==> src/rtl/rpp_pkg.sv <==
// Shared types and constants for the RTP packet parser.
`timescale 1ns / 1ps

package rpp_pkg;

	localparam int unsigned MAX_PACKET_BYTES = 65535;
	localparam logic [15:0] MAX_BYTES        = 16'(MAX_PACKET_BYTES);
	localparam logic [15:0] HDR_BYTES        = 16'd12;
	localparam logic [1:0]  RTP_VERSION      = 2'd2;

	localparam int unsigned QUEUE_DEPTH = 4;
	localparam int unsigned QPTR_W      = $clog2(QUEUE_DEPTH);
	localparam int unsigned QCNT_W      = $clog2(QUEUE_DEPTH + 1);

	localparam logic [2:0] KIND_HEADER  = 3'd0;
	localparam logic [2:0] KIND_CSRC    = 3'd1;
	localparam logic [2:0] KIND_EXTHDR  = 3'd2;
	localparam logic [2:0] KIND_EXTWORD = 3'd3;
	localparam logic [2:0] KIND_PAYLOAD = 3'd4;
	localparam logic [2:0] KIND_END     = 3'd5;

	localparam logic [2:0] ST_OK        = 3'd0;
	localparam logic [2:0] ST_SHORT     = 3'd1;
	localparam logic [2:0] ST_VERSION   = 3'd2;
	localparam logic [2:0] ST_TRUNCATED = 3'd3;
	localparam logic [2:0] ST_PADDING   = 3'd4;
	localparam logic [2:0] ST_TOO_LONG  = 3'd5;

	typedef enum logic [5:0] {
		PH_HEADER  = 6'b000001,
		PH_CSRC    = 6'b000010,
		PH_EXTHDR  = 6'b000100,
		PH_EXTWORD = 6'b001000,
		PH_BODY    = 6'b010000,
		PH_DRAIN   = 6'b100000
	} phase_t;

	typedef struct packed {
		logic [2:0]  kind;
		logic [31:0] value_a;
		logic [31:0] value_b;
		logic [15:0] value_16;
		logic        marker;
		logic [6:0]  ptype;
		logic        padding;
		logic        extension;
		logic [3:0]  src_cnt;
		logic [2:0]  status;
		logic [7:0]  pad;
		logic        done;
	} rec_t;

endpackage

==> src/rtl/rtp_packet_parser.sv <==
// RTP packet parser top level: header, CSRC, extension and payload extraction.
`timescale 1ns / 1ps

// Takes one RTP packet byte per beat, end_of_packet set on the final byte, and
// sends one record per beat: the fixed header once twelve bytes are in, each CSRC
// word, the extension header, each extension word, each payload byte (padding
// included), and an end record with status, padding size and payload length on
// the final byte. A byte is registered, then decoded from that register into at
// most two records written to a four-entry result queue; a record is on the
// output from the cycle after its byte is decoded. The input takes one byte per
// cycle while the queue has room for two records; the final byte can add an end
// record to the record it completes, so the input stalls while more than two
// records wait. The parser state returns to its reset value after each end
// record.
module rtp_packet_parser (
	input  logic        clk,
	input  logic        arst_n,
	input  logic        data_valid,
	output logic        data_ready,
	input  logic [7:0]  data_byte,
	input  logic        end_of_packet,
	output logic        rec_valid,
	input  logic        rec_ready,
	output logic [2:0]  rec_kind,
	output logic [31:0] value_a,
	output logic [31:0] value_b,
	output logic [15:0] value_16,
	output logic        marker_bit,
	output logic [6:0]  payload_kind,
	output logic        has_padding,
	output logic        has_extension,
	output logic [3:0]  source_count,
	output logic [2:0]  parse_status,
	output logic [7:0]  pad_bytes,
	output logic        packet_done
);

	logic       valid_s1;
	logic [7:0] byte_s1;
	logic       last_s1;

	logic [15:0]           off_q, off_n;
	rpp_pkg::phase_t       ph_q, ph_n;
	logic [31:0]           ws_q, ws_n;
	logic [15:0]           ftb_q, ftb_n;
	logic [47:0]           st_q, st_n;
	logic [3:0]            csrc_q, csrc_n;
	logic [15:0]           ext_q, ext_n;
	logic [15:0]           bs_q, bs_n;
	logic [2:0]            err_q, err_n;

	logic                  byte_vld;
	rpp_pkg::rec_t         byte_rec;
	rpp_pkg::rec_t         end_rec;
	logic [15:0]           count;
	logic                  consume;

	rpp_pkg::rec_t                   q_mem [rpp_pkg::QUEUE_DEPTH];
	logic [rpp_pkg::QPTR_W-1:0]      wr_q, rd_q;
	logic [rpp_pkg::QCNT_W-1:0]      cnt_q;
	logic [1:0]                      push;
	logic                            pop;
	rpp_pkg::rec_t                   head;

	assign consume    = valid_s1 &&
		(cnt_q <= rpp_pkg::QCNT_W'(rpp_pkg::QUEUE_DEPTH - 2));
	assign data_ready = !valid_s1 || consume;

	always_ff @(posedge clk or negedge arst_n) begin
		if (!arst_n) begin
			valid_s1 <= 1'b0;
		end else if (data_ready) begin
			valid_s1 <= data_valid;
		end
	end

	always_ff @(posedge clk) begin
		if (data_ready && data_valid) begin
			byte_s1 <= data_byte;
			last_s1 <= end_of_packet;
		end
	end

	always_comb begin
		off_n    = off_q;
		ph_n     = ph_q;
		ws_n     = ws_q;
		ftb_n    = ftb_q;
		st_n     = st_q;
		csrc_n   = csrc_q;
		ext_n    = ext_q;
		bs_n     = bs_q;
		err_n    = err_q;
		byte_vld = 1'b0;
		byte_rec = '0;
		end_rec  = '0;
		count    = '0;

		if (off_q >= rpp_pkg::MAX_BYTES) begin
			if (err_q == rpp_pkg::ST_OK) begin
				err_n = rpp_pkg::ST_TOO_LONG;
			end
			ph_n = rpp_pkg::PH_DRAIN;
		end else begin
			off_n = 16'(off_q + 16'd1);
			ws_n  = {ws_q[23:0], byte_s1};
			case (ph_q)
				rpp_pkg::PH_HEADER: begin
					if (off_q < 16'd2) begin
						ftb_n = {ftb_q[7:0], byte_s1};
						if (off_q == 16'd0 && byte_s1[7:6] != rpp_pkg::RTP_VERSION) begin
							err_n = rpp_pkg::ST_VERSION;
							ph_n  = rpp_pkg::PH_DRAIN;
						end
					end else if (off_q < 16'd8) begin
						st_n = {st_q[39:0], byte_s1};
					end else if (off_q == 16'd11) begin
						byte_vld            = 1'b1;
						byte_rec.kind       = rpp_pkg::KIND_HEADER;
						byte_rec.value_a    = st_q[31:0];
						byte_rec.value_b    = ws_n;
						byte_rec.value_16   = st_q[47:32];
						byte_rec.marker     = ftb_q[7];
						byte_rec.ptype      = ftb_q[6:0];
						byte_rec.padding    = ftb_q[13];
						byte_rec.extension  = ftb_q[12];
						byte_rec.src_cnt    = ftb_q[11:8];
						csrc_n              = ftb_q[11:8];
						if (ftb_q[11:8] != 4'd0) begin
							ph_n = rpp_pkg::PH_CSRC;
						end else if (ftb_q[12]) begin
							ph_n = rpp_pkg::PH_EXTHDR;
						end else begin
							ph_n = rpp_pkg::PH_BODY;
							bs_n = off_n;
						end
					end
				end
				rpp_pkg::PH_CSRC: begin
					if (off_q[1:0] == 2'd3) begin
						byte_vld         = 1'b1;
						byte_rec.kind    = rpp_pkg::KIND_CSRC;
						byte_rec.value_a = ws_n;
						csrc_n           = 4'(csrc_q - 4'd1);
						if (csrc_q == 4'd1) begin
							if (ftb_q[12]) begin
								ph_n = rpp_pkg::PH_EXTHDR;
							end else begin
								ph_n = rpp_pkg::PH_BODY;
								bs_n = off_n;
							end
						end
					end
				end
				rpp_pkg::PH_EXTHDR: begin
					if (off_q[1:0] == 2'd3) begin
						byte_vld          = 1'b1;
						byte_rec.kind     = rpp_pkg::KIND_EXTHDR;
						byte_rec.value_a  = {16'd0, ws_n[15:0]};
						byte_rec.value_16 = ws_n[31:16];
						ext_n             = ws_n[15:0];
						if (ws_n[15:0] == 16'd0) begin
							ph_n = rpp_pkg::PH_BODY;
							bs_n = off_n;
						end else begin
							ph_n = rpp_pkg::PH_EXTWORD;
						end
					end
				end
				rpp_pkg::PH_EXTWORD: begin
					if (off_q[1:0] == 2'd3) begin
						byte_vld         = 1'b1;
						byte_rec.kind    = rpp_pkg::KIND_EXTWORD;
						byte_rec.value_a = ws_n;
						ext_n            = 16'(ext_q - 16'd1);
						if (ext_q == 16'd1) begin
							ph_n = rpp_pkg::PH_BODY;
							bs_n = off_n;
						end
					end
				end
				rpp_pkg::PH_BODY: begin
					byte_vld         = 1'b1;
					byte_rec.kind    = rpp_pkg::KIND_PAYLOAD;
					byte_rec.value_a = {24'd0, byte_s1};
				end
				default: begin
				end
			endcase
		end

		end_rec.kind = rpp_pkg::KIND_END;
		end_rec.done = 1'b1;
		if (off_n < rpp_pkg::HDR_BYTES) begin
			end_rec.status = rpp_pkg::ST_SHORT;
		end else if (err_n != rpp_pkg::ST_OK) begin
			end_rec.status = err_n;
		end else if (ph_n != rpp_pkg::PH_BODY) begin
			end_rec.status = rpp_pkg::ST_TRUNCATED;
		end else begin
			count          = 16'(off_n - bs_n);
			end_rec.status = rpp_pkg::ST_OK;
			if (ftb_n[13]) begin
				end_rec.pad = byte_s1;
				if (byte_s1 == 8'd0 || {8'd0, byte_s1} > count) begin
					end_rec.status = rpp_pkg::ST_PADDING;
				end else begin
					end_rec.value_16 = 16'(count - {8'd0, byte_s1});
				end
			end else begin
				end_rec.value_16 = count;
			end
		end

		if (last_s1) begin
			off_n  = '0;
			ph_n   = rpp_pkg::PH_HEADER;
			ws_n   = '0;
			ftb_n  = '0;
			st_n   = '0;
			csrc_n = '0;
			ext_n  = '0;
			bs_n   = '0;
			err_n  = rpp_pkg::ST_OK;
		end
	end

	always_ff @(posedge clk or negedge arst_n) begin
		if (!arst_n) begin
			off_q  <= '0;
			ph_q   <= rpp_pkg::PH_HEADER;
			ws_q   <= '0;
			ftb_q  <= '0;
			st_q   <= '0;
			csrc_q <= '0;
			ext_q  <= '0;
			bs_q   <= '0;
			err_q  <= rpp_pkg::ST_OK;
		end else if (consume) begin
			off_q  <= off_n;
			ph_q   <= ph_n;
			ws_q   <= ws_n;
			ftb_q  <= ftb_n;
			st_q   <= st_n;
			csrc_q <= csrc_n;
			ext_q  <= ext_n;
			bs_q   <= bs_n;
			err_q  <= err_n;
		end
	end

	assign push = consume ? (2'({1'b0, byte_vld}) + 2'({1'b0, last_s1})) : 2'd0;
	assign pop  = rec_valid && rec_ready;

	always_ff @(posedge clk) begin
		if (push != 2'd0) begin
			q_mem[wr_q] <= byte_vld ? byte_rec : end_rec;
		end
		if (push == 2'd2) begin
			q_mem[rpp_pkg::QPTR_W'(wr_q + 1'b1)] <= end_rec;
		end
	end

	always_ff @(posedge clk or negedge arst_n) begin
		if (!arst_n) begin
			wr_q  <= '0;
			rd_q  <= '0;
			cnt_q <= '0;
		end else begin
			wr_q  <= rpp_pkg::QPTR_W'(wr_q + rpp_pkg::QPTR_W'(push));
			rd_q  <= rpp_pkg::QPTR_W'(rd_q + rpp_pkg::QPTR_W'(pop));
			cnt_q <= rpp_pkg::QCNT_W'(cnt_q + rpp_pkg::QCNT_W'(push)
				- rpp_pkg::QCNT_W'(pop));
		end
	end

	assign head          = q_mem[rd_q];
	assign rec_valid     = (cnt_q != '0);
	assign rec_kind      = head.kind;
	assign value_a       = head.value_a;
	assign value_b       = head.value_b;
	assign value_16      = head.value_16;
	assign marker_bit    = head.marker;
	assign payload_kind  = head.ptype;
	assign has_padding   = head.padding;
	assign has_extension = head.extension;
	assign source_count  = head.src_cnt;
	assign parse_status  = head.status;
	assign pad_bytes     = head.pad;
	assign packet_done   = head.done;

endmodule

==> config.mk <==
export PLATFORM = sky130hd
export DESIGN_NAME = rtp_packet_parser
export DESIGN_NICKNAME = d
export VERILOG_FILES = /design/src/rtl/rpp_pkg.sv /design/src/rtl/rtp_packet_parser.sv
export SDC_FILE = /design/constraint.sdc
export NUM_CORES = 1
export LEC_CHECK = 0
export BUFFER_PORTS_ARGS = -buffer_cell sky130_fd_sc_hd__buf_2
export CAP_MARGIN = 20
export CORE_MARGIN = 1.5
export CORE_UTILIZATION = 62
export DETAILED_ROUTE_END_ITERATION = 10
export PLACE_DENSITY = 0.81
export SETUP_SLACK_MARGIN = 0.05
export SYNTH_ARGS = -nofsm -noshare
export SYNTH_HDL_FRONTEND = slang
export SYNTH_SLANG_ARGS = --single-unit
==> constraint.sdc <==
create_clock -name clk -period 7.1 [get_ports clk]
set_input_delay 1.42 -clock clk [delete_from_list [all_inputs] [get_ports clk]]
set_output_delay 1.42 -clock clk [all_outputs]
set_load 0.02 [all_outputs]
==> results.md <==
* Outcome: complete, no violations
* CTS tree: built
* Pins Over Slew Limit at 0
* EDFF count, synth at 117
* Clock skew at 0.02381 ns
* Total grt overflow at 0
* DRC violation count after routing at 0
* F_max at 0.1481 GHz
* Drt wl/cell at 25.40 µm
* Max-cap violations at 0
* Top-count cell post-synth: nand2_1
* Drt pass-1 iters at 6
* Clock Tree Buf Depth at 3
* Fin. Hold Viols at 0
* Placed Instances at 3,198
* Leak pwr at ~12 nW
* Fin Hold WS at 0.4498 ns
* Initial antenna violation count at 1
* GR Util All Layers at 36.02%
* # diodes at 0
* Cell Pwr Density at about 390 nW/µm²
* PortBufs at 123
* CTS Hold Bufs at 0
* Switching portion of total power at 39.75%
* Area leader, netlist: dfxtp_1
* Post-CTS Setup Repair Bufs at 0
* Worst Hold Class: flip-flop to flip-flop
* Layout Cells excl Fill at between 3k and 4k
* Delay of the slowest cell on the worst path at 0.80 ns
* Clk pin slew, worst setup/hold paths at 0.06 ns
* Sequential share of the synthesized area at 50.16%
* FFs w/ async S/R, synth at 25.83%
* First-pass GRT wire length at 130.2 mm
* H-tree Lvls at 2
* Sequential power share at 37.0%
* Max VDD drop at 0.0004970 V
* Synthesized flop and latch total at 600
* CTS Root Cell: clkbuf_16
* Die H at approximately 210 µm
* Gate count of the mapped netlist at 2,650
* Worst-margin pin slew at 1.164 ns
* CP endpoint kind: flip-flop
* Via count at 23.16k
* Setup TNS at 0 ns
* Clock power frac at a little over a quarter
* Largest net degree at the start of global routing at 101
* Synth area leaders: dfxtp_1, dfrtp_1, edfxtp_1
* Io pins at 124
* Post_cts resized at 0
* Die Area at 46,160 µm²
* Crit-path slowest cell: nor4_1
* Final Cycle Share at 95.13%
* Drt total wl at 84.11 mm
* Post-route ant nets at 0
* Gate power share at 35.7%
* RSZ-0062 raised after global routing: false
* Critical-path maximum fanout at 10
* Fraction of layout cells with a size suffix above 1 at 16.04%
* Post-synth top cells: nand2_1, dfxtp_1, o21ai_0
* Critical path class: flip-flop to flip-flop
* Top-area cell type share of the netlist area at 23.60%
* Sw Pwr at 4.751 mW
* Synthesis-to-layout area growth at 11.15%
* Synth cell types at 85
* Pint at about 7.2 mW
* Worst slew margin relative to its limit at 22.41%
* Crit-path cells: nor4_1 > nand3_1 > nor4_1 > nor2_1 > or4_1 > o21ai_0 > ha_1 > inv_1 > fa_1 > xor2_1 > ha_1 > nor2b_1 > o21a_1 > o21ai_0 > nand2b_1 > a41o_1 > nor2b_1 > nand3_2 > o211ai_4 > o22ai_1
* Core area at 44,220 µm²
* Syn Nets at 2,705
* Worst path required time at 7.45 ns
* Hpwl dp at 53.43 mm
* Initial DRC count at 2,765
* Starting Density at 62.93%
* Via density at 6.996
* Die width at 214.9 µm
* Fin crit period at between 6 and 7 ns
* Skew-Pair Late Insertion Delay at around 0.64 ns
* Ys flop type: dfxtp_1
* Mapped cell area at 27,830 µm²
* Final nets at 2,723
* Number of CTS-inserted buffers at 59
* Final setup viols at 0
* Clk sinks at 600
* CP startpoint kind: flip-flop
* Avg Cell Area, Syn at 10.50 µm²
* Final RePlAce weighted congestion at 0.9337
* Ys Warns at 0
* Worst EP arrival at between 7 and 8 ns
* Final Util at 69.95%
* Vias in the first global route at 22.72k
* Row cnt at a little under 80
[through the flow]
step                total power, mW  setup WS [ns]  instance area [µm²]
global route                  12.44         0.1227                30930
finish                        11.95         0.3460                30930
global placement              8.456         0.5041                28870
floorplan                     7.231         0.6870                27830
CTS                           11.82         0.2158                30910
detailed placement            8.596         0.3151                28870
[sequential cells by signal (all words and copies together), names as in the netlist]
register	flops
q_mem	436
st_q	48
ws_q	24
bs_q	16
ext_q	16
off_q	16
ftb_q	14
byte_s1	8
ph_q	6
csrc_q	4
cnt_q	3
err_q	3
rd_q	2
wr_q	2
last_s1	1
valid_s1	1
[cells by family after synthesis]
group,after synthesis,share of synthesized area (%)
buffers and inverters,284,3.912
XOR/XNOR,42,1.425
multiplexers,130,9.599
AO/OA/AOI/OAI,824,20.64
adder cells (fa/ha/maj),42,1.969
AND/OR/NAND/NOR,728,12.29
flip-flops,600,50.16
[power groups by stage]
stage	Clock [mW]	Sequential [mW]	Combinational (mW)
after floorplan	0	4.06	3.17
after global placement	0	4.44	4.02
after detailed placement	0	4.47	4.13
after CTS	3.27	4.40	4.15
after global routing	3.40	4.46	4.58
final	3.26	4.43	4.27
[area by class of cell]
type                    instances  area [µm²]
clock inverters                15       207.7
flip-flops and latches        600       13970
clock buffers                  97        1826
inverters                      55       206.4
repair buffers                186        1107
multi-input cells            1766       12880
well taps                     592       740.7
fillers                      3095       13290
[placed cells by master (no fill, tap or decap), drive strengths merged, types with 9 or more instances in the layout]
cell,netlist,layout
dfxtp,328,328
a21oi,66,66
mux2i,16,16
nand3,28,28
buf,33,186
a31oi,17,17
nand2,370,370
dfrtp,154,154
nor3,32,32
or3,11,11
nor4,23,23
xor2,13,13
clkinv,1,10
mux4,109,109
and2,42,42
o31ai,18,18
o22ai,44,44
edfxtp,117,117
o311ai,9,9
o21ai,275,275
inv,54,56
nand2b,14,14
ha,39,39
xnor2,27,27
nand4,24,24
a22o,259,259
clkbuf,196,97
a32oi,13,13
and3,18,18
nor2,112,112
a22oi,56,56
[worst max-delay path, delay by kind of cell, from the launching register on]
kind	cells	cell delay, ns
simple gates	9	2.98
fa+ha+maj	3	1.00
flops	1	0.39
buf+inv	1	0.07
xor+xnor	1	0.29
compound gates	6	1.73
[layer usage]
metal / track usage, % / vias to the layer above / routed length (µm)
met4: 19.39 / 2 / 4482
met3: 6.921 / 296 / 8355
li1: - / 9920 / -
met2: 57.07 / 1439 / 39240
met5: 0 / - / 8
met1: 47.06 / 11510 / 32020
[path summary, 6_finish.rpt]
check / start / end / slack, ns / cells past startpoint
max: byte_s1[4]$_DFFE_PP_ / q_mem[0][35]$_DFFE_PP_ / 0.35 / 20
min: q_mem[1][105]$_SDFFE_PP0P_ / q_mem[1][105]$_SDFFE_PP0P_ / 0.45 / 2
max reg2reg: byte_s1[4]$_DFFE_PP_ / q_mem[0][35]$_DFFE_PP_ / 0.35 / 20
min reg2reg: q_mem[1][105]$_SDFFE_PP0P_ / q_mem[1][105]$_SDFFE_PP0P_ / 0.45 / 2
max in group asynchronous: arst_n / off_q[14]$_DFFE_PN0P_ / 4.78 / 2
min in group asynchronous: arst_n / bs_q[9]$_DFFE_PN0P_ / 0.93 / 1
Note: power is estimated with default switching activity, not from simulation.
